--- config.mk ---
export PLATFORM = sky130hd
export DESIGN_NAME = bat_front
export DESIGN_NICKNAME = d
export VERILOG_FILES = /design/src/sv/bat_pkg.sv /design/src/sv/bat_front.sv
export SDC_FILE = /design/constraint.sdc
export NUM_CORES = 1
export LEC_CHECK = 0
export ABC_CLOCK_PERIOD_IN_PS = 18200
export BUFFER_PORTS_ARGS = -buffer_cell sky130_fd_sc_hd__buf_4
export CAP_MARGIN = 20
export CORE_ASPECT_RATIO = 1.4
export CORE_UTILIZATION = 35
export DETAILED_ROUTE_END_ITERATION = 16
export PLACE_DENSITY = 0.62
export SKIP_LAST_GASP = 1
export SYNTH_ARGS = -nofsm -noshare
export SYNTH_HDL_FRONTEND = slang
export SYNTH_SLANG_ARGS = --single-unit
--- constraint.sdc ---
create_clock -name vclk -period 18.2
set_clock_uncertainty 0.05 [all_clocks]
set_input_delay 5.46 -clock vclk [all_inputs]
set_output_delay 5.46 -clock vclk [all_outputs]
set_load 0.01 [all_outputs]
--- src/sv/bat_pkg.sv ---
// Shared constants for the adaptive threshold block: field widths, register
// indexes, reset values and request codes.
// No dependencies.
package bat_pkg;

    localparam int PIX_W   = 8;   // gray value
    localparam int COORD_W = 9;   // col / row fields
    localparam int CFG_W   = 10;  // widest config register
    localparam int DIV_W   = 6;   // window divisor register
    localparam int IDX_W   = 2;   // config register index
    localparam int INT_W   = 26;  // integral image entry
    localparam int RSUM_W  = 17;  // running row sum

    localparam int DEF_MAX_WIDTH  = 512;
    localparam int DEF_MAX_HEIGHT = 512;
    localparam int DIV_MAX        = 32;
    localparam int QUEUE_DEPTH    = 4;   // power of two

    localparam logic [IDX_W-1:0] REG_IMAGE_WIDTH    = 2'd0;
    localparam logic [IDX_W-1:0] REG_IMAGE_HEIGHT   = 2'd1;
    localparam logic [IDX_W-1:0] REG_WINDOW_DIVISOR = 2'd2;

    localparam logic [CFG_W-1:0] RST_IMAGE_WIDTH    = 10'd512;
    localparam logic [CFG_W-1:0] RST_IMAGE_HEIGHT   = 10'd512;
    localparam logic [DIV_W-1:0] RST_WINDOW_DIVISOR = 6'd8;

    localparam logic REQ_LOAD  = 1'b0;
    localparam logic REQ_QUERY = 1'b1;

    localparam logic [PIX_W-1:0] BIN_DARK  = 8'd0;
    localparam logic [PIX_W-1:0] BIN_LIGHT = 8'd255;

endpackage

--- src/sv/bat_front.sv ---
// Front end: takes input transactions, drops out-of-frame ones, and for
// queries works out the clipped window corners before queueing.
// Depends on bat_pkg.
module bat_front
    import bat_pkg::*;
#(
    parameter int MAX_WIDTH  = DEF_MAX_WIDTH,
    parameter int MAX_HEIGHT = DEF_MAX_HEIGHT,
    localparam int WW      = $clog2(MAX_WIDTH + 1),
    localparam int HW      = $clog2(MAX_HEIGHT + 1),
    localparam int XW      = $clog2(MAX_WIDTH),
    localparam int YW      = $clog2(MAX_HEIGHT),
    localparam int ENTRY_W = 1 + PIX_W + 3 * XW + 3 * YW
)
(
    input  logic               in_valid,
    output logic               in_stall,
    input  logic               req_type,
    input  logic [COORD_W-1:0] col,
    input  logic [COORD_W-1:0] row,
    input  logic [PIX_W-1:0]   pixel,
    input  logic [WW-1:0]      width,
    input  logic [HW-1:0]      height,
    input  logic               div_busy,
    input  logic [XW-1:0]      half_size,
    input  logic               q_full,
    output logic               q_push,
    output logic [ENTRY_W-1:0] q_data
);

    localparam int KW0 = (WW > HW) ? WW : HW;
    localparam int KW  = ((KW0 > COORD_W) ? KW0 : COORD_W) + 1;

    typedef struct packed {
        logic             is_query;
        logic [YW-1:0]    row;
        logic [XW-1:0]    col;
        logic [PIX_W-1:0] pixel;
        logic [YW-1:0]    y1;
        logic [YW-1:0]    y2;
        logic [XW-1:0]    x1;
        logic [XW-1:0]    x2;
    } entry_t;

    logic [KW-1:0] col_k;
    logic [KW-1:0] row_k;
    logic [KW-1:0] w_k;
    logic [KW-1:0] h_k;
    logic [KW-1:0] s2_k;
    logic [KW-1:0] x_hi;
    logic [KW-1:0] y_hi;
    logic [KW-1:0] x_lim;
    logic [KW-1:0] y_lim;
    logic          in_frame;
    entry_t        entry;

    assign col_k = KW'(col);
    assign row_k = KW'(row);
    assign w_k   = KW'(width);
    assign h_k   = KW'(height);
    assign s2_k  = KW'(half_size);
    assign x_hi  = col_k + s2_k;
    assign y_hi  = row_k + s2_k;
    assign x_lim = w_k - KW'(1);
    assign y_lim = h_k - KW'(1);

    assign in_frame = (col_k < w_k) && (row_k < h_k);
    assign in_stall = div_busy || q_full;
    // out-of-frame transactions are taken and dropped
    assign q_push   = in_valid && !in_stall && in_frame;

    always_comb
    begin
        entry.is_query = (req_type == REQ_QUERY);
        entry.row      = YW'(row);
        entry.col      = XW'(col);
        entry.pixel    = pixel;
        entry.x1       = (col_k > s2_k) ? XW'(col_k - s2_k) : '0;
        entry.y1       = (row_k > s2_k) ? YW'(row_k - s2_k) : '0;
        entry.x2       = (x_hi > x_lim) ? XW'(x_lim) : XW'(x_hi);
        entry.y2       = (y_hi > y_lim) ? YW'(y_lim) : YW'(y_hi);
    end

    assign q_data = entry;

endmodule

==> flow_summary.ini <==
[timing]
period_needed_ns = 14.27
fmax_mhz = 70.09
hold_viol = 0
tightest_slew_ns = 0.7018
period_share_pct = 78.39
setup_viol = 0
fin_setup_tns_ns = 0
fin_ws_ns = 3.932
drv_slew = 0
relSlewSlack_pct = 52.93
holdWs_ns = 10.87
rsz0062_at_grt = no

[worst_setup_path]
endpoint_kind = output pin
slowest_delay_ns = 0.41
cpMaxStageDelayCell = ha_1
cp.depth = 16
startpoint_type = input pin
cp.required_ns = 12.69
cp_num_buf_inv = 5
crit_chain = buf_4 -> inv_1 -> ha_1 -> nand2b_1 -> a221oi_2 -> o31ai_1 -> xnor2_1 -> inv_1 -> ha_1 -> nand2_1 -> a211oi_1 -> a2111oi_2 -> nor4_2 -> buf_4 -> mux2_4 -> buf_4
crit_type = in2out
worst-path-max-fanout = 9
crit_arrival_ns = 8.76
critPathLaunch = half_size[2]
path_delay_family = compound AO/OA/AOI/OAI gates
crit_top_cell = buf_4
crit_end = q_data[24]

[global_route]
grt_pass1_wl_um = 17030
grt_pass1_vias = 3575
antenna_found_initial = 1
grt_usage_pct = 20.62
gr-total-overflow = 0
grt_max_degree = 16

[routing]
wl_per_cell_um = 16.09
routed_wl_um = 10910
via_per_inst = 5.242
drc = 0
ant_nets = 0
vias = 3554
drt-pass1-iter-count = 4
initialDrtViolationCount = 139

[yosys]
synth_area_leader_cell = ha_1
synth_mux_area_share_pct = 5.767
synth_top_cell_area_share_pct = 26.34
synthTopCellsByArea = ha_1 26%, inv_1 6.5%, xnor2_1 6.5%, buf_4 5.8%, mux2i_1 4.3%
synth.most_common_cell = ha_1
synth_top_family_by_area = adder cells
ys_types = 57
synthSimpleGateAreaFrac_pct = 22.68
synth_area_um2 = 3515
synth_nets = 615
syn_inst = 478
synth_xor_area_share_pct = 7.974
yosysSeqAreaShare_pct = 0
synth_area_per_cell_um2 = 7.353
synth_compound_area_share_pct = 20.86
synthAdderAreaFrac_pct = 28.62
yosys_warnings = 0
yosys-top-cells-count = 74 x ha_1, 61 x inv_1, 32 x nor2_1

[clock_network]
postCtsSetupBuffers = 0
post_cts_resized = 0
hold_buffers = 0

[power]
power_switching_share_pct = 53.04
pwr-share-seq_pct = 0
combPwrFrac_pct = 100.0
cellLeakagePower_nw = 2.113
power_density_nw_per_um2 = 43.94
p_clk_share_pct = 0
p_int_w = 0.00008719
ir_drop_v = 0.00003117
p_switching_w = 0.00009849

[finish]
drive_gt1_share_pct = 22.20
n_sequential_cell = 0
nets = 684
utilization_pct = 43.94
final_cells = 678
regArea_um2 = 0
area_growth_pct = 20.22
nClkBuffers = 0

[floorplanning]
die_x_um = 86.69
ioPinCount = 124
fp.dieH_um = 120.6
die-area_um2 = 10450
coreArea_um2 = 9617
initial_utilization_pct = 36.55
num_rows = 42

[worst_hold_path]
hp-class = in2out

[placed_design]
numPlacedInstances = 677
dp_hpwl_um = 9593
pre_cts_ws_ns = 3.987
port_buffers = 106
place.gp.congestion = 0.9188

[run]
drv_cap = 0

[status]
status = completed
## worst min path at each step
stage                     startpoint         end  slack [ns]  cells after the start
final                       pixel[0]  q_data[36]       10.87                      0
after floorplan             width[0]   q_data[0]       10.95                      1
after global placement      pixel[1]  q_data[37]       10.87                      0
after CTS                   pixel[1]  q_data[37]       10.87                      0
after detailed placement    pixel[1]  q_data[37]       10.87                      0
after global routing        pixel[4]  q_data[40]       10.87                      0
## cell families after synthesis
logic type,after synthesis
mux,19
xor+xnor,32
buf+inv,101
fa+ha+maj,78
simple gates,144
compound gates,104
## per-layer routing
layer  vias to the layer above  global-route usage [%]  part of all wire (%)
met4                         0                   7.813                   4.1
met2                       117                   41.37                    53
met1                      1607                   21.42                    38
met5                         -                       0                     0
li1                       1800                       -                     -
met3                        30                   1.775                   4.7
## per-stage QoR
step | power [W] | area (µm²)
6_report | 0.0001857 | 4225
5_1_grt | 0.0002037 | 4223
4_1_cts | 0.0001860 | 4223
2_1_floorplan | 0.0001207 | 3515
3_3_place_gp | 0.0001829 | 4223
3_5_place_dp | 0.0001849 | 4223
## cell usage in the layout, fill, tap and decap left out, types with 3 or more instances in the layout
cell type,n
o21a_1,11
nor2_1,32
buf_4,107
nor2b_1,16
ha_1,74
fa_1,4
nor3b_1,7
nand2_1,12
a21o_1,12
or3_1,5
nand2b_1,11
nor3_1,20
xor2_1,6
o21ai_0,12
nand3_1,11
o211ai_1,8
nand4_1,11
a211oi_1,5
and3_1,6
o21bai_1,3
mux2i_1,15
or4_1,3
inv_1,61
a21oi_1,28
xnor2_1,26
## power by group through the flow
stage | Clock, W | Combinational (W) | Sequential (W)
finish | 0.00000000000736 | 0.000186 | 0
global placement | 0 | 0.000183 | 0
global route | 0 | 0.000204 | 0
CTS | 0 | 0.000186 | 0
detailed placement | 0 | 0.000185 | 0
floorplan | 0 | 0.000121 | 0
## area by class of cell
| cell class | count | area, µm² |
|---|---|---|
| multi-input cells | 377 | 3025 |
| inverters | 61 | 229.0 |
| fillers | 991 | 5391 |
| well taps | 132 | 165.2 |
| repair buffers | 107 | 803.3 |
| diodes | 1 | 2.502 |
(Power assumes the default switching activity.)
