===== src/sv/bat_pkg.sv =====
// Shared constants for the adaptive threshold block: field widths, register
// indexes, reset values and request codes.
// No dependencies.
package bat_pkg;

    localparam int PIX_W   = 8;   // gray value
    localparam int COORD_W = 9;   // col / row fields
    localparam int CFG_W   = 10;  // widest config register
    localparam int DIV_W   = 6;   // window divisor register
    localparam int IDX_W   = 2;   // config register index
    localparam int INT_W   = 26;  // integral image entry
    localparam int RSUM_W  = 17;  // running row sum

    localparam int DEF_MAX_WIDTH  = 512;
    localparam int DEF_MAX_HEIGHT = 512;
    localparam int DIV_MAX        = 32;
    localparam int QUEUE_DEPTH    = 4;   // power of two

    localparam logic [IDX_W-1:0] REG_IMAGE_WIDTH    = 2'd0;
    localparam logic [IDX_W-1:0] REG_IMAGE_HEIGHT   = 2'd1;
    localparam logic [IDX_W-1:0] REG_WINDOW_DIVISOR = 2'd2;

    localparam logic [CFG_W-1:0] RST_IMAGE_WIDTH    = 10'd512;
    localparam logic [CFG_W-1:0] RST_IMAGE_HEIGHT   = 10'd512;
    localparam logic [DIV_W-1:0] RST_WINDOW_DIVISOR = 6'd8;

    localparam logic REQ_LOAD  = 1'b0;
    localparam logic REQ_QUERY = 1'b1;

    localparam logic [PIX_W-1:0] BIN_DARK  = 8'd0;
    localparam logic [PIX_W-1:0] BIN_LIGHT = 8'd255;

endpackage


===== src/sv/bat_queue.sv =====
// Short FIFO between the classifying front end and the memory back end.
// Depends on bat_pkg (depth).
module bat_queue
    import bat_pkg::*;
#(
    parameter int DATA_W = 8
)
(
    input  logic              clk,
    input  logic              rst_n,
    input  logic              push,
    input  logic [DATA_W-1:0] push_data,
    input  logic              pop,
    output logic              full,
    output logic              empty,
    output logic [DATA_W-1:0] head
);

    localparam int AW = $clog2(QUEUE_DEPTH);

    logic [DATA_W-1:0] slot_reg [QUEUE_DEPTH];
    logic [AW-1:0]     wr_ptr_reg;
    logic [AW-1:0]     rd_ptr_reg;
    logic [AW:0]       count_reg;

    assign full  = count_reg == (AW+1)'(QUEUE_DEPTH);
    assign empty = count_reg == '0;
    assign head  = slot_reg[rd_ptr_reg];

    always_ff @(posedge clk or negedge rst_n)
    begin
        if (!rst_n)
        begin
            wr_ptr_reg <= '0;
            rd_ptr_reg <= '0;
            count_reg  <= '0;
        end
        else
        begin
            if (push)
            begin
                wr_ptr_reg <= wr_ptr_reg + AW'(1);
            end
            if (pop)
            begin
                rd_ptr_reg <= rd_ptr_reg + AW'(1);
            end
            case ({push, pop})
                2'b10:   count_reg <= count_reg + (AW+1)'(1);
                2'b01:   count_reg <= count_reg - (AW+1)'(1);
                default: count_reg <= count_reg;
            endcase
        end
    end

    always_ff @(posedge clk)
    begin
        if (push)
        begin
            slot_reg[wr_ptr_reg] <= push_data;
        end
    end

    a_no_push_when_full: assert property (@(posedge clk) disable iff (!rst_n)
        push |-> !full)
        else $error("queue overflow");

    a_no_pop_when_empty: assert property (@(posedge clk) disable iff (!rst_n)
        pop |-> !empty)
        else $error("queue underflow");

endmodule


===== config.mk =====
export PLATFORM = sky130hd
export DESIGN_NAME = bat_queue
export DESIGN_NICKNAME = d
export VERILOG_FILES = /design/src/sv/bat_pkg.sv /design/src/sv/bat_queue.sv
export SDC_FILE = /design/constraint.sdc
export NUM_CORES = 1
export LEC_CHECK = 0
export BUFFER_PORTS_ARGS = -buffer_cell sky130_fd_sc_hd__buf_2
export CAP_MARGIN = 20
export CORE_UTILIZATION = 25
export CTS_CLUSTER_DIAMETER = 120
export DETAILED_ROUTE_END_ITERATION = 10
export SLEW_MARGIN = 0
export SYNTH_ARGS = -nofsm -noshare
export SYNTH_HDL_FRONTEND = slang
export SYNTH_SLANG_ARGS = --single-unit

===== constraint.sdc =====
create_clock -name clk -period 3.3 [get_ports clk]
set_input_delay 0.99 -clock clk [delete_from_list [all_inputs] [get_ports clk]]
set_output_delay 0.99 -clock clk [all_outputs]
set_load 0.03 [all_outputs]

==> impl_results.md, run 1 <==
* Status: finished clean
* FF+latch count, synth at 39
* Crit-path max FO at 10
* DRT iter0 DRCs at 35
* Worst-path clk slew at 0.08 ns
* Num CTS Buffers at 5
* CTS tree: done
* H-tree depth at 2
* Post-synth net total at 97
* First-pass GRT wire length at slightly above 4000 um
* WP data arrival at around 1.8 ns
* Final WL at between 2000 and 3000 um
* Vias in the first global route at 825
* Initial Utilization at 0.2605
* VDD IR max at ~340 uV
* Core ar. at 0.005956 sq mm
* Relative max-transition margin at 0.6035
* Tightest Pin Transition at roughly 0.59 ns
* CP Capture Type: primary output
* Gr usage total at 0.08931
* Post-CTS Repair Setup Buffers at 0
* Post-route cell area at 0.001823 sq mm
* Post-synth top area cell: edfxtp_1
* Number of flip-flops in the largest register at 32
* Clock skew at around 0.0064 ns
* Hpwl dp at 1802 um
* Total power at 1596 uW
* Pre-antenna DRT Iters at 2
* Pwr dens at slightly below 900 mW/mm^2
* Layout cell share with drive strength beyond 1 at 0.3396
* Wire per inst at ~14 um
* CP Class: reg2out
* Area delta synth->final at 17.50%
* Register area share after synthesis at 0.7323
* Max clock buf depth at 2
* Crit path required time at ~2.3 ns
* Synthesized area at about 0.0016 sq mm
* Initial antenna violation count at 0
* Cell Rows at 28
* Placed inst area at 0.001734 sq mm
* CTS sink cnt at 39
* Most frequent cells in the layout: edfxtp_1 (32), buf_2 (21), mux4_2 (8)
* Fmax at between 300 and 400 MHz
* Fin Setup TNS at 0 ns
* Share of the synthesized area in the top cell type at 0.6194
* Die width at approximately 80 um
* Post-Syn Instances at around 80
* Clk Latency, worst-skew pair at just under 0.3 ns
* Hold Path Class: reg2reg
* Largest net degree at the start of global routing at 14
* Cts hold-fix bufs at 0
* Root Driver: clkbuf_8
* Vias at approximately 770
* Die Y at 80.78 um
* Min cycle time layout at 2.779 ns
* Count of final setup violators at 0
* Syn avg cell area at roughly 20 sq um
* Final ANT Viol Nets at 0
* GP Congestion at 0.6529
* Most common cell after layout, fill and taps aside: edfxtp_1
* Buffers on Ports at 21
* Max-cap viol count at 0
* Startpoint types: flip-flop
* Gr ovfl total at 0
* DIE AREA at 0.006525 sq mm
* Leak Pwr at 0.0006783 uW
* Top Ports at 22
* Synth area leaders: edfxtp_1 (62%), mux4_2 (12%), dfrtp_1 (11%), ha_1 (4.0%), xor2_1 (2.3%)
* Cell variety after synth at 16
* Max-slew violation count at 0
* Avg Vias per Cell at roughly 4.2
* Antenna cells at 0
* Fin crit share at 0.8423
* RSZ-0062 raised after global routing: false
* Number of hold violations in the final report at 0
* Final net count at about 120
* Number of synthesis warnings at 0
* Post-CTS sizing at 0
* DRC Markers at 0
[cells by family (layout without fill, tap and decap cells)]
kind of cell | count (synthesis) | after routing | synth area share
buffers and inverters | 8 | 35 | 0.02500
flip-flops | 39 | 39 | 0.7323
multiplexers | 8 | 8 | 0.1161
AND/OR/NAND/NOR | 10 | 10 | 0.03306
adder cells (fa/ha/maj) | 6 | 6 | 0.05323
XOR/XNOR | 6 | 6 | 0.03387
AO/OA/AOI/OAI | 2 | 2 | 0.006452
[worst max-delay path, cell delays in order, from the launching register on]
cell and delay, ns:
dfrtp_1 0.73, mux4_2 0.58, buf_2 0.19
[metrics by stage]
stage | setup WS (ns) | instances | utilization | hold WS, ns
4_1_cts | 0.4487 | 181 | 0.3061 | 0.5064
3_3_place_gp | 0.8164 | 173 | 0.2912 | 0.4720
3_5_place_dp | 0.7758 | 173 | 0.2912 | 0.4958
6_report | 0.5205 | 181 | 0.3061 | 0.5049
2_1_floorplan | 1.217 | 79 | - | 0.4566
5_1_grt | 0.3789 | 181 | 0.3061 | 0.5166
[power breakdown]
| group | leakage [uW] | internal (uW) | switching [uW] |
|---|---|---|---|
| combinational | 0.000260 | 214 | 306 |
| clock | 0.0000418 | 147 | 166 |
| sequential | 0.000377 | 659 | 104 |
[area by class of cell]
cell class / instances / area (sq um)
Fill cell: 596 / 4133
Sequential cell: 39 / 1136
Multi-Input combinational cell: 32 / 376.6
Timing Repair Buffer: 21 / 105.1
Tap cell: 75 / 93.84
Clock buffer: 5 / 68.82
Inverter: 6 / 22.52
Clock inverter: 3 / 20.02
[layer usage]
layer  routed length [um]  vias to the layer above  GRT usage
met4                   55                        0    0.04286
li1                     -                      343          -
met2                 1307                       27     0.1593
met1                  993                      393    0.08830
met5                    0                        -          0
met3                  170                        5    0.03933
[cell usage after synthesis, drive strengths merged]
master and count:
dfrtp 7, nand2 3, nor3 1, and3 1
fa 1, xnor2 2, edfxtp 32, o21ai 2
buf 2, xor2 4, mux4 8, nor2 1
inv 6, ha 5, and2 4
[worst paths after layout]
check	startpoint	end	slack, ns	cells past startpoint
worst min-delay path	count_reg[2]	count_reg[2]	0.50	1
worst min register to register	count_reg[2]	count_reg[2]	0.50	1
worst max register to register	wr_ptr_reg[0]	slot_reg[0][0]	1.88	3
min in group asynchronous	rst_n	count_reg[2]	0.51	1
worst max-delay path	rd_ptr_reg[0]	head[1]	0.52	2
max in group asynchronous	rst_n	wr_ptr_reg[1]	2.63	1
Power figures use the tool's default switching activity.
==> run 2: changes to the inputs <==
==> constraint.sdc (replaced) <==
create_clock -name clk -period 2.9 [get_ports clk]
set_input_delay 0.87 -clock clk [delete_from_list [all_inputs] [get_ports clk]]
set_output_delay 0.87 -clock clk [all_outputs]
set_load 0.03 [all_outputs]
==> run 2 against run 1 <==
Effect of this change: sequential power up 10%; sequential share of layout area unchanged; critical path depth up 1; flip-flop and latch count unchanged.
==> impl_results.md, run 2 (synthesized netlist as in run 1, its figures left out) <==
* Critical Path Start: rd_ptr_reg[0]
* Status: finished clean
* Cts hold-fix bufs at 0
* CP Class: reg2out
* Tightest Pin Transition at 0.4512 ns
* WHS at ~0.4 ns
* Crit path required time at slightly above 2 ns
* Fin Setup TNS at 0 ns
* Top Ports at 22
* Area delta synth->final at 17.50%
* Buffers on Ports at 21
* GP Congestion at 0.6646
* Initial Utilization at 0.2605
* Vias at approximately 770
* Max-cap viol count at 0
* Routed wl met3 at around 180 um
* DIE AREA at approximately 0.0065 sq mm
* Startpoint types: flip-flop
* Leak Pwr at ~0.0007 uW
* Wire per inst at roughly 14 um
* Hold Path Class: in2async
* Die width at around 81 um
* Gr ovfl total at 0
* Fmax at between 300 and 400 MHz
* Max clock buf depth at 2
* Root Driver: clkbuf_8
* CTS tree: done
* CP Capture Type: primary output
* Relative max-transition margin at 0.6992
* Slack of the critical path at approximately 0.37 ns
* Hpwl dp at 1892 um
* Largest net degree at the start of global routing at 12
* Pwr dens at between 900 and 1000 mW/mm^2
* Final net count at approximately 120
* Clock skew at 0.004550 ns
* Clk Latency, worst-skew pair at between 0.2 and 0.3 ns
* Final ANT Viol Nets at 0
* CTS sink cnt at 39
* Vias in the first global route at between 800 and 900
* Die Y at 80.78 um
* Most common cell after layout, fill and taps aside: edfxtp_1
* Core ar. at roughly 0.0060 sq mm
* WP data arrival at about 1.7 ns
* Met1 wire length at 967 um
* Cell Rows at 28
* Post-Place Cells at about 170
* Worst-path clk slew at around 0.07 ns
* WL met2 at 1395 um
* Max-slew violation count at 0
* Post-CTS sizing at 0
* Layout cell share with drive strength beyond 1 at 0.3364
* Crit-path max FO at 6
* Count of final setup violators at 0
* Avg Vias per Cell at about 4.2
* DRC Markers at 0
* First-pass GRT wire length at 4119 um
* VDD IR max at between 400 and 500 uV
* Antenna cells at 0
* Post-CTS Repair Setup Buffers at 0
* DRT iter0 DRCs at 37
* H-tree depth at 2
* Num CTS Buffers at 5
* Min cycle time layout at roughly 2.5 ns
* Number of flip-flops in the largest register at 32
* Most frequent cells in the layout: edfxtp_1 (32), buf_2 (21), mux4_2 (8)
* Gr usage total at 0.09214
* Non-Filler Instances at 182
* Total power at 1816 uW
* Reg-to-reg startpoint: wr_ptr_reg[0]
* Pre-antenna DRT Iters at 4
* RSZ-0062 raised after global routing: false
* Final WL at roughly 2600 um
* Number of hold violations in the final report at 0
* Top sig layer: met4
* Initial antenna violation count at 0
* Fin crit share at 0.8740
* Place WS at about 0.64 ns
## run 2: worst paths after layout
path	to	cells past startpoint	slack, ns
max	head[1]	3	0.37
min	count_reg[2]	1	0.41
max reg2reg	slot_reg[0][0]	3	1.45
min reg2reg	count_reg[2]	1	0.51
max in group asynchronous	rd_ptr_reg[0]	1	2.33
min in group clk	count_reg[2]	1	0.51
## run 2: per-layer routing
| layer | GRT usage | up-vias |
|---|---|---|
| li1 | - | 345 |
| met1 | 0.08520 | 390 |
| met2 | 0.1720 | 26 |
| met3 | 0.03708 | 6 |
| met4 | 0.04821 | 0 |
| met5 | 0 | - |
## run 2: metrics by stage
stage	util	instance area, sq um
global placement	0.2924	1742
global route	0.3061	1823
CTS	0.3061	1823
finish	0.3061	1823
detailed placement	0.2924	1742
floorplan	-	1551
## run 2: where the power goes
group | total (uW) | switching, uW | internal, uW
Sequential | 841 | 89.8 | 751
Combinational | 638 | 383 | 255
Clock | 337 | 169 | 168
Total | 1820 | 642 | 1170
## run 2: worst max-delay path, cell delays in order, from the launching register on
cell	delay, ns
dfrtp_1	0.46
buf_4	0.23
mux4_2	0.51
buf_2	0.19
## run 2: area by class of cell
cell class                      instances  area (sq um)
Clock inverter                          1         5.005
Fill cell                             590          4133
Clock buffer                            7         76.32
Multi-Input combinational cell         32         376.6
Inverter                                6         22.52
Sequential cell                        39          1136
Timing Repair Buffer                   22         112.6
Tap cell                               75         93.84
==> run 3: changes to the inputs <==
--- a/config.mk
+++ b/config.mk
@@ -7,6 +7,7 @@
 export LEC_CHECK = 0
 export BUFFER_PORTS_ARGS = -buffer_cell sky130_fd_sc_hd__buf_2
 export CAP_MARGIN = 20
+export CORE_ASPECT_RATIO = 0.9
 export CORE_UTILIZATION = 25
 export CTS_CLUSTER_DIAMETER = 120
 export DETAILED_ROUTE_END_ITERATION = 10
==> run 3 against run 2 <==
Effect of this change: flip-flop and latch count unchanged; hold slack got worse by 0.0025 ns; first-iteration DRC count decreased by 54%; sequential power about the same; global-route usage decreased by 0.22 points; critical path type unchanged; largest power group unchanged.
==> impl_results.md, run 3 (synthesized netlist as in run 1, its figures left out) <==
* Status: finished clean
* Number of hold violations in the final report at 0
* Worst path cell trace: buf_4 -> mux4_2 -> buf_2
* Post-CTS Repair Setup Buffers at 0
* Worst R2R Setup Slack at 1.49 ns
* Most frequent cells in the layout: edfxtp_1 (32), buf_2 (21), mux4_2 (8)
* R2R cell count at 5
* Slowest stage delay, CP at 0.50 ns
* Root Driver: clkbuf_8
* Min cycle time layout at ~2.5 ns
* Pre-antenna DRT Iters at 4
* Area delta synth->final at 17.02%
* Clk Latency, worst-skew pair at just under 0.3 ns
* Buffers on Ports at 21
* DRT iter0 DRCs at 17
* Antenna cells at 0
* Gr ovfl total at 0
* CP Capture Type: primary output
* Worst-path clk slew at 0.07 ns
* Filler Cells Inserted at 566
* Max-slew violation count at 0
* Startpoint types: flip-flop
* DRC Markers at 0
* Vias in the first global route at between 800 and 900
* WP data arrival at about 1.7 ns
* Fin Setup TNS at 0 ns
* Hold Path Class: in2async
* Crit path required time at 2.03 ns
* Largest net degree at the start of global routing at 12
* Reg-to-reg startpoint: count_reg[0]
* Max-cap viol count at 0
* Top Ports at 22
* Count of final setup violators at 0
* CTS tree: done
* Most common cell after layout, fill and taps aside: edfxtp_1
* FF+latch area at about 0.0011 sq mm
* Crit-path max FO at 6
* Final WL at around 2500 um
* CTS sink cnt at 39
* Max clock buf depth at 2
* Hpwl dp at approximately 1800 um
* Critical Path Start: rd_ptr_reg[0]
* Number of flip-flops in the largest register at 32
* RSZ-0062 raised after global routing: false
* Cell Rows at 26
* Leak Pwr at 0.0006808 uW
* Pwr dens at 993.6 mW/mm^2
* Core ar. at around 0.0058 sq mm
* Placed inst area at ~0.0017 sq mm
* Post-CTS sizing at 0
* Fin crit share at 0.8728
* Critical-path top delay cell: mux4_2
* Relative max-transition margin at 0.6955
* Layout cell share with drive strength beyond 1 at 0.3271
* Fmax at between 300 and 400 MHz
* Clock skew at roughly 0.0061 ns
* Initial antenna violation count at 0
* CP Class: reg2out
* Die width at 85.04 um
* Tightest Pin Transition at ~0.46 ns
* VDD IR max at between 200 and 250 uV
* DIE AREA at between 0.006 and 0.007 sq mm
* Gr usage total at 0.08992
* Num CTS Buffers at 5
* Final ANT Viol Nets at 0
* Post-route cell area at 0.001815 sq mm
* Avg Vias per Cell at approximately 4.3
* Cts hold-fix bufs at 0
* Vias at 764
* GP Congestion at around 0.66
* Initial Utilization at 0.2664
* Final net count at 124
* Wire per inst at between 10 and 15 um
* H-tree depth at 2
* Multi-input combinational cell area at 376.6 sq um
* First-pass GRT wire length at about 4200 um
* Die Y at 76.74 um
-- run 3: cell count changes in the layout (fill, tap and decap cells not counted) --
cell,change
clkbuf_1,+1
clkinv_2,-1
-- run 3: area by class of cell --
cell class                      count  area share
Multi-Input combinational cell     32      0.2074
Sequential cell                    39      0.6258
Tap cell                           70     0.04824
Inverter                            6     0.01241
Clock buffer                        8     0.04411
Timing Repair Buffer               22     0.06203
-- run 3: through the flow --
stage / util / std cells / hold WS [ns] / setup slack [ns] / power, uW
5_1_grt: 0.3118 / 177 / 0.4112 / 0.2704 / 1916
3_3_place_gp: 0.2980 / 169 / 0.4714 / 0.6667 / 1464
6_report: 0.3118 / 177 / 0.4068 / 0.3689 / 1804
4_1_cts: 0.3118 / 177 / 0.4039 / 0.3405 / 1833
3_5_place_dp: 0.2980 / 169 / 0.4968 / 0.6580 / 1491
2_1_floorplan: - / 79 / 0.4566 / 0.9369 / 1325
-- run 3: critical path: cells and delay by family, from the launching register on --
kind                   cells  cell delay (ns)
DFF                        1             0.46
muxes                      1             0.50
buffers and inverters      2             0.42
-- run 3: layer usage --
layer	global-route usage	part of all wire	up-vias
li1	-	-	350
met1	0.09408	0.39	382
met2	0.1468	0.51	25
met3	0.03122	0.063	7
met4	0.07119	0.037	0
met5	0	0	-
-- run 3: power breakdown --
| group | switching, uW | leakage [uW] | internal [uW] |
|---|---|---|---|
| Combinational | 370 | 0.000265 | 251 |
| Clock | 168 | 0.0000395 | 171 |
| Sequential | 92.7 | 0.000377 | 751 |
-- run 3: worst paths after layout --
kind / end
setup reg to reg: count_reg[2]
min in group clk: count_reg[2]
hold reg to reg: count_reg[2]
hold / removal: count_reg[1]
max in group asynchronous: rd_ptr_reg[0]
setup / recovery: head[3]
