$ cat config.mk
export PLATFORM = sky130hd
export DESIGN_NAME = bat_div
export DESIGN_NICKNAME = d
export VERILOG_FILES = /design/src/sv/bat_pkg.sv /design/src/sv/bat_div.sv
export SDC_FILE = /design/constraint.sdc
export NUM_CORES = 1
export LEC_CHECK = 0
export ABC_CLOCK_PERIOD_IN_PS = 5500
export BUFFER_PORTS_ARGS = -buffer_cell sky130_fd_sc_hd__buf_2
export CELL_PAD_IN_SITES_DETAIL_PLACEMENT = 1
export CELL_PAD_IN_SITES_GLOBAL_PLACEMENT = 2
export CORE_UTILIZATION = 36
export DETAILED_ROUTE_END_ITERATION = 8
export PLACE_DENSITY = 0.87
export RECOVER_POWER = 100
export SKIP_CTS_REPAIR_TIMING = 1
export SYNTH_ARGS = -nofsm -noshare
export SYNTH_HDL_FRONTEND = slang
export SYNTH_SLANG_ARGS = --single-unit
export TNS_END_PERCENT = 10
$ cat constraint.sdc
create_clock -name clk -period 5.5 [get_ports clk]
set_input_delay 0.825 -clock clk [delete_from_list [all_inputs] [get_ports clk]]
set_output_delay 0.825 -clock clk [all_outputs]
set_load 0.02 [all_outputs]
$ cat src/sv/bat_pkg.sv
// Shared constants for the adaptive threshold block: field widths, register
// indexes, reset values and request codes.
// No dependencies.
package bat_pkg;

    localparam int PIX_W   = 8;   // gray value
    localparam int COORD_W = 9;   // col / row fields
    localparam int CFG_W   = 10;  // widest config register
    localparam int DIV_W   = 6;   // window divisor register
    localparam int IDX_W   = 2;   // config register index
    localparam int INT_W   = 26;  // integral image entry
    localparam int RSUM_W  = 17;  // running row sum

    localparam int DEF_MAX_WIDTH  = 512;
    localparam int DEF_MAX_HEIGHT = 512;
    localparam int DIV_MAX        = 32;
    localparam int QUEUE_DEPTH    = 4;   // power of two

    localparam logic [IDX_W-1:0] REG_IMAGE_WIDTH    = 2'd0;
    localparam logic [IDX_W-1:0] REG_IMAGE_HEIGHT   = 2'd1;
    localparam logic [IDX_W-1:0] REG_WINDOW_DIVISOR = 2'd2;

    localparam logic [CFG_W-1:0] RST_IMAGE_WIDTH    = 10'd512;
    localparam logic [CFG_W-1:0] RST_IMAGE_HEIGHT   = 10'd512;
    localparam logic [DIV_W-1:0] RST_WINDOW_DIVISOR = 6'd8;

    localparam logic REQ_LOAD  = 1'b0;
    localparam logic REQ_QUERY = 1'b1;

    localparam logic [PIX_W-1:0] BIN_DARK  = 8'd0;
    localparam logic [PIX_W-1:0] BIN_LIGHT = 8'd255;

endpackage

$ cat src/sv/bat_div.sv
// Window half-size unit: (width / divisor) / 2 by restoring division,
// one quotient bit per cycle, rerun after reset and after every config write.
// Depends on bat_pkg.
module bat_div
    import bat_pkg::*;
#(
    parameter int MAX_WIDTH = DEF_MAX_WIDTH,
    localparam int WW = $clog2(MAX_WIDTH + 1),
    localparam int XW = $clog2(MAX_WIDTH)
)
(
    input  logic             clk,
    input  logic             rst_n,
    input  logic             start,
    input  logic [WW-1:0]    width,
    input  logic [DIV_W-1:0] divisor,
    output logic             busy,
    output logic [XW-1:0]    half_size
);

    localparam int SW = $clog2(WW + 1);

    logic             pend_reg;
    logic             run_reg;
    logic [SW-1:0]    step_reg;
    logic [WW-1:0]    quo_reg;
    logic [WW-1:0]    quo_next;
    logic [DIV_W-1:0] rem_reg;
    logic [DIV_W-1:0] rem_next;
    logic [DIV_W:0]   trial;
    logic [DIV_W:0]   diff;
    logic             fits;
    logic [XW-1:0]    s2_reg;

    assign trial    = {rem_reg, quo_reg[WW-1]};
    assign fits     = trial >= (DIV_W+1)'(divisor);
    assign diff     = trial - (DIV_W+1)'(divisor);
    assign rem_next = fits ? DIV_W'(diff) : DIV_W'(trial);
    assign quo_next = {quo_reg[WW-2:0], fits};

    always_ff @(posedge clk or negedge rst_n)
    begin
        if (!rst_n)
        begin
            pend_reg <= 1'b1;
            run_reg  <= 1'b0;
            step_reg <= '0;
        end
        else if (start)
        begin
            pend_reg <= 1'b1;
            run_reg  <= 1'b0;
        end
        else if (pend_reg)
        begin
            pend_reg <= 1'b0;
            run_reg  <= 1'b1;
            step_reg <= SW'(WW);
        end
        else if (run_reg)
        begin
            step_reg <= step_reg - SW'(1);
            if (step_reg == SW'(1))
            begin
                run_reg <= 1'b0;
            end
        end
    end

    always_ff @(posedge clk)
    begin
        if (pend_reg && !start)
        begin
            quo_reg <= width;
            rem_reg <= '0;
        end
        else if (run_reg)
        begin
            quo_reg <= quo_next;
            rem_reg <= rem_next;
        end
        if (run_reg && !start && step_reg == SW'(1))
        begin
            s2_reg <= XW'(quo_next >> 1);
        end
    end

    assign busy      = pend_reg || run_reg;
    assign half_size = s2_reg;

    a_half_size_holds: assert property (@(posedge clk) disable iff (!rst_n)
        (!busy && !start) |=> $stable(half_size))
        else $error("window half size changed while idle");

endmodule

==> results of run 1 <==
[metal layers]
layer / track usage (%) / vias to the layer above
li1: - / 612
met1: 20.1 / 589
met2: 32.6 / 19
met3: 3.95 / 4
met4: 7.81 / 0
met5: 0 / -
[layout make-up]
type,instances,area (µm²)
inverters,13,48.8
clock buffers,7,76.3
fillers,509,2310
clock inverters,1,5.00
multi-input cells,114,674
repair buffers,28,125
well taps,50,62.6
flip-flops and latches,31,842
[critical path, cell delays in order]
cell,delay (ps)
buf_2,80
inv_1,40
ha_1,360
a21o_1,190
a211o_1,290
a41o_1,340
or3_1,380
o311ai_0,80
[worst max path at each step]
| stage | to | from | depth (start not counted) | slack (ps) |
|---|---|---|---|---|
| after floorplan | rem_reg[0] | divisor[4] | 8 | 3050 |
| after global placement | rem_reg[0] | divisor[4] | 8 | 2910 |
| after detailed placement | rem_reg[0] | divisor[4] | 8 | 2820 |
| after CTS | rem_reg[0] | divisor[4] | 8 | 3080 |
| after global routing | rem_reg[0] | divisor[4] | 8 | 2970 |
| final | rem_reg[0] | divisor[4] | 8 | 3080 |
[kinds of logic after synthesis]
group	Yosys count
mux	4
xor+xnor	3
compound gates	28
buf+inv	20
flops	31
fa+ha+maj	10
simple gates	69
[power by group]
| group | leakage, nW | switching [mW] | internal (mW) | total (mW) |
|---|---|---|---|---|
| clock network | 0.0422 | 0.0797 | 0.0886 | 0.168 |
| logic | 0.465 | 0.103 | 0.0808 | 0.184 |
| registers | 0.299 | 0.0258 | 0.282 | 0.308 |
| total | 0.806 | 0.208 | 0.452 | 0.660 |
[synth_stat cells, types with 3 or more instances]
| master | count |
|---|---|
| dfrtp_1 | 5 |
| dfxtp_1 | 6 |
| ha_1 | 9 |
| mux2i_1 | 3 |
| clkbuf_1 | 6 |
| a21oi_1 | 11 |
| inv_1 | 13 |
| nand2b_1 | 5 |
| nand2_1 | 33 |
| o21ai_0 | 8 |
| nor2_1 | 20 |
| edfxtp_1 | 19 |
| nor2b_1 | 3 |
[metrics by stage]
stage | cell area [µm²] | utilization (%)
after detailed placement | 1770 | 42.7
after global routing | 1830 | 44.3
after global placement | 1770 | 42.7
final | 1830 | 44.3
after CTS | 1850 | 44.6
after floorplan | 1600 | -
==> results.py, run 1 <==
metrics = {
    "worst_setup_path": {
        "crit_path_start_kind": "primary input",
        "path_class": "in2reg",
        "required_ps": 5670,
        "cp_max_fo": 10,
        "reg2reg_depth": 6,
        "critPathCaptureType": "register",
        "rrSetupSlack_ps": 3410,
        "arrival_ps": 2590,
        "rr_startpoint": "rem_reg[3]",
        "r2r-end": "rem_reg[0]",
    },
    "clocking": {
        "numCtsBuffers": 5,
        "cts_tree": "built",
        "cts_root_buf": "clkbuf_8",
        "cts.path.max_buffers": 2,
        "htreeDepth": 2,
        "cts.sinks": 31,
        "clk_latency_ps": 280,
        "clk_pin_slew_ps": 70,
    },
    "sta": {
        "setup_viol_count_final": 0,
        "setup_tns_ps": 0,
        "holdWs_ps": 416,
        "slew_viol_final": 0,
        "max_slew_margin_pct": 34.3,
        "rsz0062_at_grt": "false",
        "finalCritPeriodShare_pct": 44.0,
        "fmax_ghz": 0.413,
        "timing.final.hold_violations": 0,
        "finalCriticalPeriod_ps": 2420,
        "finClkSkew_ps": 7.52,
        "layout_setup_ws_ps": 3080,
        "worst_pin_slew_ps": 983,
    },
    "global_route": {
        "grt_pass1_vias": 1298,
        "antenna_found_initial": 0,
        "grt_remaining_overflow": 0,
        "track_usage_pct": 18.0,
        "grt_pass1_wl_um": 5990,
        "grt_start_max_net_pins": 21,
    },
    "synthesis": {
        "synth_edf_count": 19,
        "synth.cell_area_um2": 1600,
        "synthArstFlopShare_pct": 19.4,
        "synth_top_family_by_area": "simple AND/OR/NAND/NOR gates",
        "synth_compound_area_share_pct": 10.5,
        "muxShareOfSynthArea_pct": 2.58,
        "ys_types": 34,
        "yosysTopAreaCell": "edfxtp_1",
        "synth_fa_ha_area_share_pct": 8.29,
        "yosysSeqAreaShare_pct": 52.7,
        "yosys_warnings": 0,
        "ys.flop_type": "edfxtp_1",
        "ys_seq_elements": 31,
        "ys_top_cells_by_area": "edfxtp_1 (36%), dfrtp_1 (7.8%), nand2_1 (7.7%)",
        "synth_area_per_cell_um2": 9.69,
        "synth_top_area_share_pct": 35.7,
        "synth_nets": 194,
        "synth_simple_gate_area_share_pct": 19.2,
        "synth-xor-area-share_pct": 1.64,
        "syn_inst": 165,
    },
    "final_layout": {
        "nets": 222,
        "syn_to_final_growth_pct": 14.7,
        "largest_reg_flops": 10,
        "final_common_cell": "nand2_1",
        "mostFrequentLayoutCells": "nand2_1 (33), nor2_1 (20), edfxtp_1 (19)",
        "stdcell_count": 244,
        "drive_gt1_share_pct": 12.4,
        "antennaDiodeCount": 0,
    },
    "placement": {
        "portBuffers": 28,
        "dp_slack_ps": 2820,
        "dp_hpwl_um": 2750,
        "gp_congestion": 0.749,
        "dp.cells": 236,
    },
    "die": {
        "core-area_um2": 4140,
        "die_y_um": 68.6,
        "rows": 23,
        "initial_core_util_pct": 38.6,
        "num_io_pins": 29,
        "die_x_um": 68.6,
        "die-area_um2": 4710,
    },
    "power_and_ir_drop": {
        "vdd_drop_max_mv": 0.127,
        "power_density_nw_per_um2": 360,
        "finalPower_mw": 0.660,
        "power_leakage_nw": 0.806,
    },
    "route": {
        "wl_per_cell_um": 14.9,
        "wl_met2_um": 1930,
        "dr_wl_met3_um": 116,
        "drt_wl_total_um": 3640,
        "drtIter0Drc": 53,
        "highest_layer": "met4",
        "ant_nets": 0,
        "drtPass1Iterations": 4,
        "wirelength_met1_um": 1550,
        "drc": 0,
        "vias": 1224,
        "routed_via_density": 5.02,
    },
    "job": {
        "maxCapViolCount": 0,
    },
    "outcome": {
        "run_status": "finished clean",
    },
    "worst_hold_path": {
        "hold_class": "in2async",
    },
}
(Power assumes the default switching activity.)
==> run 2: changes to the inputs <==
--- a/config.mk
+++ b/config.mk
@@ -5,13 +5,13 @@
 export SDC_FILE = /design/constraint.sdc
 export NUM_CORES = 1
 export LEC_CHECK = 0
-export ABC_CLOCK_PERIOD_IN_PS = 5500
+export ABC_CLOCK_PERIOD_IN_PS = 2370
 export BUFFER_PORTS_ARGS = -buffer_cell sky130_fd_sc_hd__buf_2
 export CELL_PAD_IN_SITES_DETAIL_PLACEMENT = 1
 export CELL_PAD_IN_SITES_GLOBAL_PLACEMENT = 2
-export CORE_UTILIZATION = 36
+export CORE_UTILIZATION = 34
 export DETAILED_ROUTE_END_ITERATION = 8
-export PLACE_DENSITY = 0.87
+export PLACE_DENSITY = 0.83
 export RECOVER_POWER = 100
 export SKIP_CTS_REPAIR_TIMING = 1
 export SYNTH_ARGS = -nofsm -noshare
==> constraint.sdc (replaced) <==
create_clock -name clk -period 2.37 [get_ports clk]
set_input_delay 0.3555 -clock clk [delete_from_list [all_inputs] [get_ports clk]]
set_output_delay 0.3555 -clock clk [all_outputs]
set_load 0.02 [all_outputs]
==> run 2 against run 1 <==
  * The flow now finishes with violations (DRC)
  * Non-clock buffer count rose by 4
  * Flip-flop and latch count is the same
  * Critical path depth shrank 2
  * Sequential share of layout area is 1.2 points lower
  * Setup slack got worse by 2800 ps
  * Clock-buffer cell count is 2 lower
  * Wire length fell by 4.2%
  * Cell count increased by 2.5%
  * Critical path type is now reg2reg
==> results.py, run 2 (synthesis gave the netlist of run 1 again) <==
metrics = {
    "power_and_ir_drop": {
        "p_seq_share_pct": 43.6,
        "power_density_nw_per_um2": 868,
        "p_int_mw": 1.15,
        "swShare_pct": 29.7,
        "power_leakage_nw": 0.827,
        "pwr-share-clk_pct": 30.7,
        "switchingPower_mw": 0.487,
        "vdd_drop_max_mv": 0.328,
        "comb_power_share_pct": 25.7,
    },
    "global_route": {
        "grt_pass1_wl_um": 6110,
        "grt_pass1_vias": 1294,
        "track_usage_pct": 16.2,
        "grt_start_max_net_pins": 21,
        "antenna_found_initial": 0,
        "grt_remaining_overflow": 0,
    },
    "clocking": {
        "cts_tree": "built",
        "cts_root_buf": "clkbuf_8",
        "cts.sinks": 31,
        "clk_latency_ps": 280,
        "numCtsBuffers": 5,
        "htreeDepth": 2,
        "clk_pin_slew_ps": 60,
        "cts.path.max_buffers": 2,
    },
    "final_layout": {
        "final_common_cell": "nand2_1",
        "stdcell_count": 250,
        "drive_gt1_share_pct": 12.1,
        "largest_reg_flops": 10,
        "antennaDiodeCount": 0,
        "mostFrequentLayoutCells": "nand2_1 (33), nor2_1 (20), edfxtp_1 (19)",
        "nets": 226,
        "syn_to_final_growth_pct": 17.8,
    },
    "die": {
        "core-area_um2": 4440,
        "initial_core_util_pct": 36.0,
        "die_x_um": 70.6,
        "die-area_um2": 4980,
        "die_y_um": 70.6,
        "rows": 24,
        "num_io_pins": 29,
    },
    "sta": {
        "setup_tns_ps": 0,
        "worst_pin_slew_ps": 691,
        "rsz0062_at_grt": "false",
        "timing.final.hold_violations": 0,
        "fmax_ghz": 0.489,
        "finClkSkew_ps": 6.93,
        "slew_viol_final": 0,
        "finalCritPeriodShare_pct": 86.3,
        "finalCriticalPeriod_ps": 2040,
        "setup_viol_count_final": 0,
        "max_slew_margin_pct": 53.9,
    },
    "worst_setup_path": {
        "cp_cell_sequence": "ha_1 -> a21o_1 -> a211o_1 -> a41o_1 -> or3_1 -> o311ai_0",
        "required_ps": 2550,
        "crit_slowest_cell": "or3_1",
        "critPathCaptureType": "register",
        "cpPeakStageDelay_ps": 380,
        "crit_path_start_kind": "register",
        "arrival_ps": 2220,
        "path_class": "reg2reg",
        "cp_max_fo": 10,
    },
    "placement": {
        "portBuffers": 28,
        "gp_congestion": 0.729,
        "dp.cells": 241,
        "dp_hpwl_um": 2600,
    },
    "route": {
        "routed_via_density": 5.02,
        "ant_nets": 0,
        "wl_per_cell_um": 14.0,
        "drt_wl_total_um": 3490,
        "drtPass1Iterations": 6,
        "drtIter0Drc": 53,
        "drc": 2,
        "vias": 1255,
    },
    "worst_hold_path": {
        "hold_class": "in2reg",
    },
    "outcome": {
        "run_status": "finished with violations",
        "violations": "DRC",
    },
    "job": {
        "maxCapViolCount": 0,
    },
}
## run 2: worst paths after layout
kind / from / end / slack, ps / cells past startpoint
max reg2reg: rem_reg[3] / rem_reg[0] / 330 / 6
min reg2reg: quo_reg[8] / half_size[8] / 450 / 0
max in group asynchronous: rst_n / pend_reg / 1600 / 2
min in group asynchronous: rst_n / step_reg[2] / 480 / 2
min: start / pend_reg / 320 / 1
max: rem_reg[3] / rem_reg[0] / 330 / 6
## run 2: cell type report
| cell class | count | area (µm²) |
|---|---|---|
| timing repair buffer | 32 | 146 |
| tap | 52 | 65.1 |
| inverter | 13 | 48.8 |
| clock buffer | 5 | 68.8 |
| multi-input combinational | 114 | 674 |
| clock inverter | 3 | 38.8 |
| sequential | 31 | 842 |
| fill | 544 | 2560 |
## run 2: per-stage QoR
stage	total power [mW]	hold slack (ps)	setup WS [ps]	area, µm²	util (%)
detailed placement	1.15	187	186	1790	40.3
finish	1.64	325	325	1880	42.4
CTS	1.66	-116	328	1900	42.8
global route	1.75	339	188	1880	42.4
global placement	1.12	187	252	1790	40.3
floorplan	1.05	59.9	393	1600	-
## run 2: worst max-delay path: cells and delay by family (launching register included)
family,cells,cell delay (ps)
AO/OA/AOI/OAI,4,880
AND/OR/NAND/NOR,1,380
adder cells (fa/ha/maj),1,350
flip-flops,1,340
## run 2: power by group through the flow
stage	combinational, mW	sequential, mW	clock (mW)
4_1_cts	0.433	0.714	0.515
2_1_floorplan	0.350	0.699	0
3_3_place_gp	0.404	0.720	0
5_1_grt	0.490	0.724	0.535
6_report	0.421	0.713	0.502
3_5_place_dp	0.429	0.725	0
## run 2: layer usage
metal  track usage [%]  wire length (µm)  up-vias  share of wire (%)
met4              6.67                59        0                1.7
met3              3.99               100        7                2.9
li1                  -                 -      620                  -
met5                 0                 0        -                  0
met1              18.8              1480      611                 42
met2              28.8              1850       17                 53
==> run 3: changes to the inputs <==
--- a/config.mk
+++ b/config.mk
@@ -5,11 +5,12 @@
 export SDC_FILE = /design/constraint.sdc
 export NUM_CORES = 1
 export LEC_CHECK = 0
+export ABC_AREA = 1
 export ABC_CLOCK_PERIOD_IN_PS = 2370
 export BUFFER_PORTS_ARGS = -buffer_cell sky130_fd_sc_hd__buf_2
 export CELL_PAD_IN_SITES_DETAIL_PLACEMENT = 1
 export CELL_PAD_IN_SITES_GLOBAL_PLACEMENT = 2
-export CORE_UTILIZATION = 34
+export CORE_UTILIZATION = 33
 export DETAILED_ROUTE_END_ITERATION = 8
 export PLACE_DENSITY = 0.83
 export RECOVER_POWER = 100
==> run 3 against run 2 <==
  * The run now ends clean
  * Non-clock buffer count stayed put
  * Wire length is 1.3% higher
  * Global-route usage is 0.70 points lower
  * Critical path depth is 2 higher
  * Worst hold slack worse by 120 ps
  * Clock skew is 2.0 ps lower
  * Critical path type unchanged
  * Critical endpoint is now step_reg[3]
  * Highest routed layer unchanged
==> results.py, run 3 <==
metrics = {
    "final_layout": {
        "fillers": 603,
        "mostFrequentLayoutCells": "nand2_1 (62), inv_1 (28), edfxtp_1 (19)",
        "drive_gt1_share_pct": 16.1,
        "multiInputGateArea_um2": 672,
        "nets": 252,
        "syn_to_final_growth_pct": 19.7,
        "seq_area_um2": 842,
        "final_common_cell": "nand2_1",
        "antennaDiodeCount": 0,
        "largest_reg_flops": 10,
    },
    "worst_setup_path": {
        "rrSetupSlack_ps": 510,
        "crit_slowest_cell": "dfstp_2",
        "cpPeakStageDelay_ps": 510,
        "r2r-end": "step_reg[3]",
        "required_ps": 2530,
        "reg2reg_depth": 8,
        "critPathCaptureType": "register",
        "cp_max_fo": 14,
        "path_class": "reg2reg",
        "arrival_ps": 2020,
        "crit_path_start_kind": "register",
        "cpMostUsedCell": "inv_1",
        "cp_cell_sequence": "inv_1 -> nor2_2 -> buf_4 -> inv_1 -> nand2_1 -> nand4_1 -> a21oi_1 -> o21ai_0",
        "rr_startpoint": "pend_reg",
    },
    "power_and_ir_drop": {
        "comb_power_share_pct": 36.7,
        "power_leakage_nw": 0.955,
        "power_density_nw_per_um2": 1020,
        "finalPower_mw": 2.00,
        "switchingPower_mw": 0.717,
        "p_int_mw": 1.29,
        "pwr-share-clk_pct": 25.0,
        "vdd_drop_max_mv": 0.351,
        "p_seq_share_pct": 38.3,
        "swShare_pct": 35.7,
    },
    "sta": {
        "finalCriticalPeriod_ps": 1860,
        "fmax_ghz": 0.538,
        "rsz0062_at_grt": "false",
        "slew_viol_final": 0,
        "timing.final.hold_violations": 0,
        "setup_viol_count_final": 0,
        "max_slew_margin_pct": 63.7,
        "setup_tns_ps": 0,
        "worst_pin_slew_ps": 544,
        "finalCritPeriodShare_pct": 78.4,
        "finClkSkew_ps": 4.97,
    },
    "synthesis": {
        "ys_types": 28,
        "synth_top_area_share_pct": 34.7,
        "synthArstFlopShare_pct": 19.4,
        "synth_edf_count": 19,
        "ys.flop_type": "edfxtp_1",
        "ys_top_cells_by_count": "nand2_1 (61), inv_1 (26), edfxtp_1 (19)",
        "synth_area_per_cell_um2": 8.84,
        "synth_nets": 215,
        "synth.cell_area_um2": 1640,
        "yosysSeqAreaShare_pct": 51.2,
        "yosysMostFrequentCell": "nand2_1",
        "syn_inst": 186,
        "ys_seq_elements": 31,
        "yosys_warnings": 0,
        "ys_top_cells_by_area": "edfxtp_1 (35%), nand2_1 (14%), dfrtp_1 (7.6%)",
        "yosysTopAreaCell": "edfxtp_1",
    },
    "die": {
        "die_y_um": 72.6,
        "rows": 25,
        "initial_core_util_pct": 34.6,
        "core-area_um2": 4750,
        "die_x_um": 72.6,
        "num_io_pins": 29,
        "die-area_um2": 5270,
    },
    "route": {
        "drc": 0,
        "routed_via_density": 4.49,
        "drtPass1Iterations": 4,
        "ant_nets": 0,
        "drt_wl_total_um": 3540,
        "wl_per_cell_um": 12.1,
        "drtIter0Drc": 72,
        "vias": 1307,
    },
    "clocking": {
        "cts_root_buf": "clkbuf_8",
        "clk_pin_slew_ps": 60,
        "numCtsBuffers": 5,
        "cts.sinks": 31,
        "cts_tree": "built",
        "clk_latency_ps": 280,
        "cts.path.max_buffers": 2,
        "htreeDepth": 2,
    },
    "global_route": {
        "grt_start_max_net_pins": 15,
        "grt_pass1_wl_um": 6230,
        "track_usage_pct": 15.5,
        "grt_remaining_overflow": 0,
        "grt_pass1_vias": 1343,
        "antenna_found_initial": 0,
    },
    "placement": {
        "dp_hpwl_um": 2780,
        "portBuffers": 28,
        "gp_congestion": 0.771,
    },
    "job": {
        "maxCapViolCount": 0,
    },
    "worst_hold_path": {
        "whs_endpoint": "pend_reg",
        "min_path_cells": 1,
        "hold_class": "in2reg",
        "min_from": "start",
    },
    "outcome": {
        "run_status": "finished clean",
    },
}
run 3: how the worst max path moves through the flow:
stage | from | end | slack [ps]
after floorplan | divisor[0] | rem_reg[4] | 850
after global placement | divisor[0] | rem_reg[4] | 660
after detailed placement | divisor[4] | quo_reg[0] | 620
after CTS | quo_reg[9] | rem_reg[4] | 720
after global routing | pend_reg | step_reg[3] | 340
final | pend_reg | step_reg[3] | 510
run 3: power by group through the flow:
stage          clock network, mW  registers (mW)  logic [mW]
6_report                   0.502           0.768       0.735
5_1_grt                    0.543           0.784       0.861
4_1_cts                    0.517           0.770       0.762
3_5_place_dp                   0           0.781       0.760
3_3_place_gp                   0           0.777       0.737
2_1_floorplan                  0           0.758       0.594
run 3: logic make-up (layout without fill, tap and decap cells):
group                    after synthesis  count (layout)  synth area share, %
flip-flops                            31              31                 51.2
XOR/XNOR                               3               3                 1.60
buffers and inverters                 31              69                 7.23
AND/OR/NAND/NOR                      102             102                 28.8
AO/OA/AOI/OAI                          9               9                 3.04
adder cells (fa/ha/maj)               10              10                 8.07
run 3: cell type report:
class / instances / area share (%)
clock buffer: 5 / 3.50
clock inverter: 3 / 1.97
inverter: 29 / 5.53
multi-input combinational: 124 / 34.1
sequential: 31 / 42.8
tap: 67 / 4.26
timing repair buffer: 32 / 7.82
run 3: stage by stage:
step	worst slack [ps]	util, %	area, µm²	std cells	hold WS, ps
final	512	41.4	1970	291	205
after CTS	721	41.8	1990	290	-112
after floorplan	855	-	1640	186	59.9
after global placement	663	39.6	1880	282	191
after detailed placement	618	39.6	1880	282	194
after global routing	345	41.4	1970	291	198
run 3: per-layer routing:
metal,up-vias,global-route usage (%),wire length (µm)
met5,-,0,0
li1,665,-,-
met4,0,5.88,61
met3,7,3.87,119
met1,613,19.6,1630
met2,22,25.8,1730
run 3: worst max-delay path, delay by kind of cell (launching register included):
kind,cells,cell delay [ps]
AO/OA/AOI/OAI,2,210
buffers and inverters,3,520
flip-flops,1,510
AND/OR/NAND/NOR,3,490
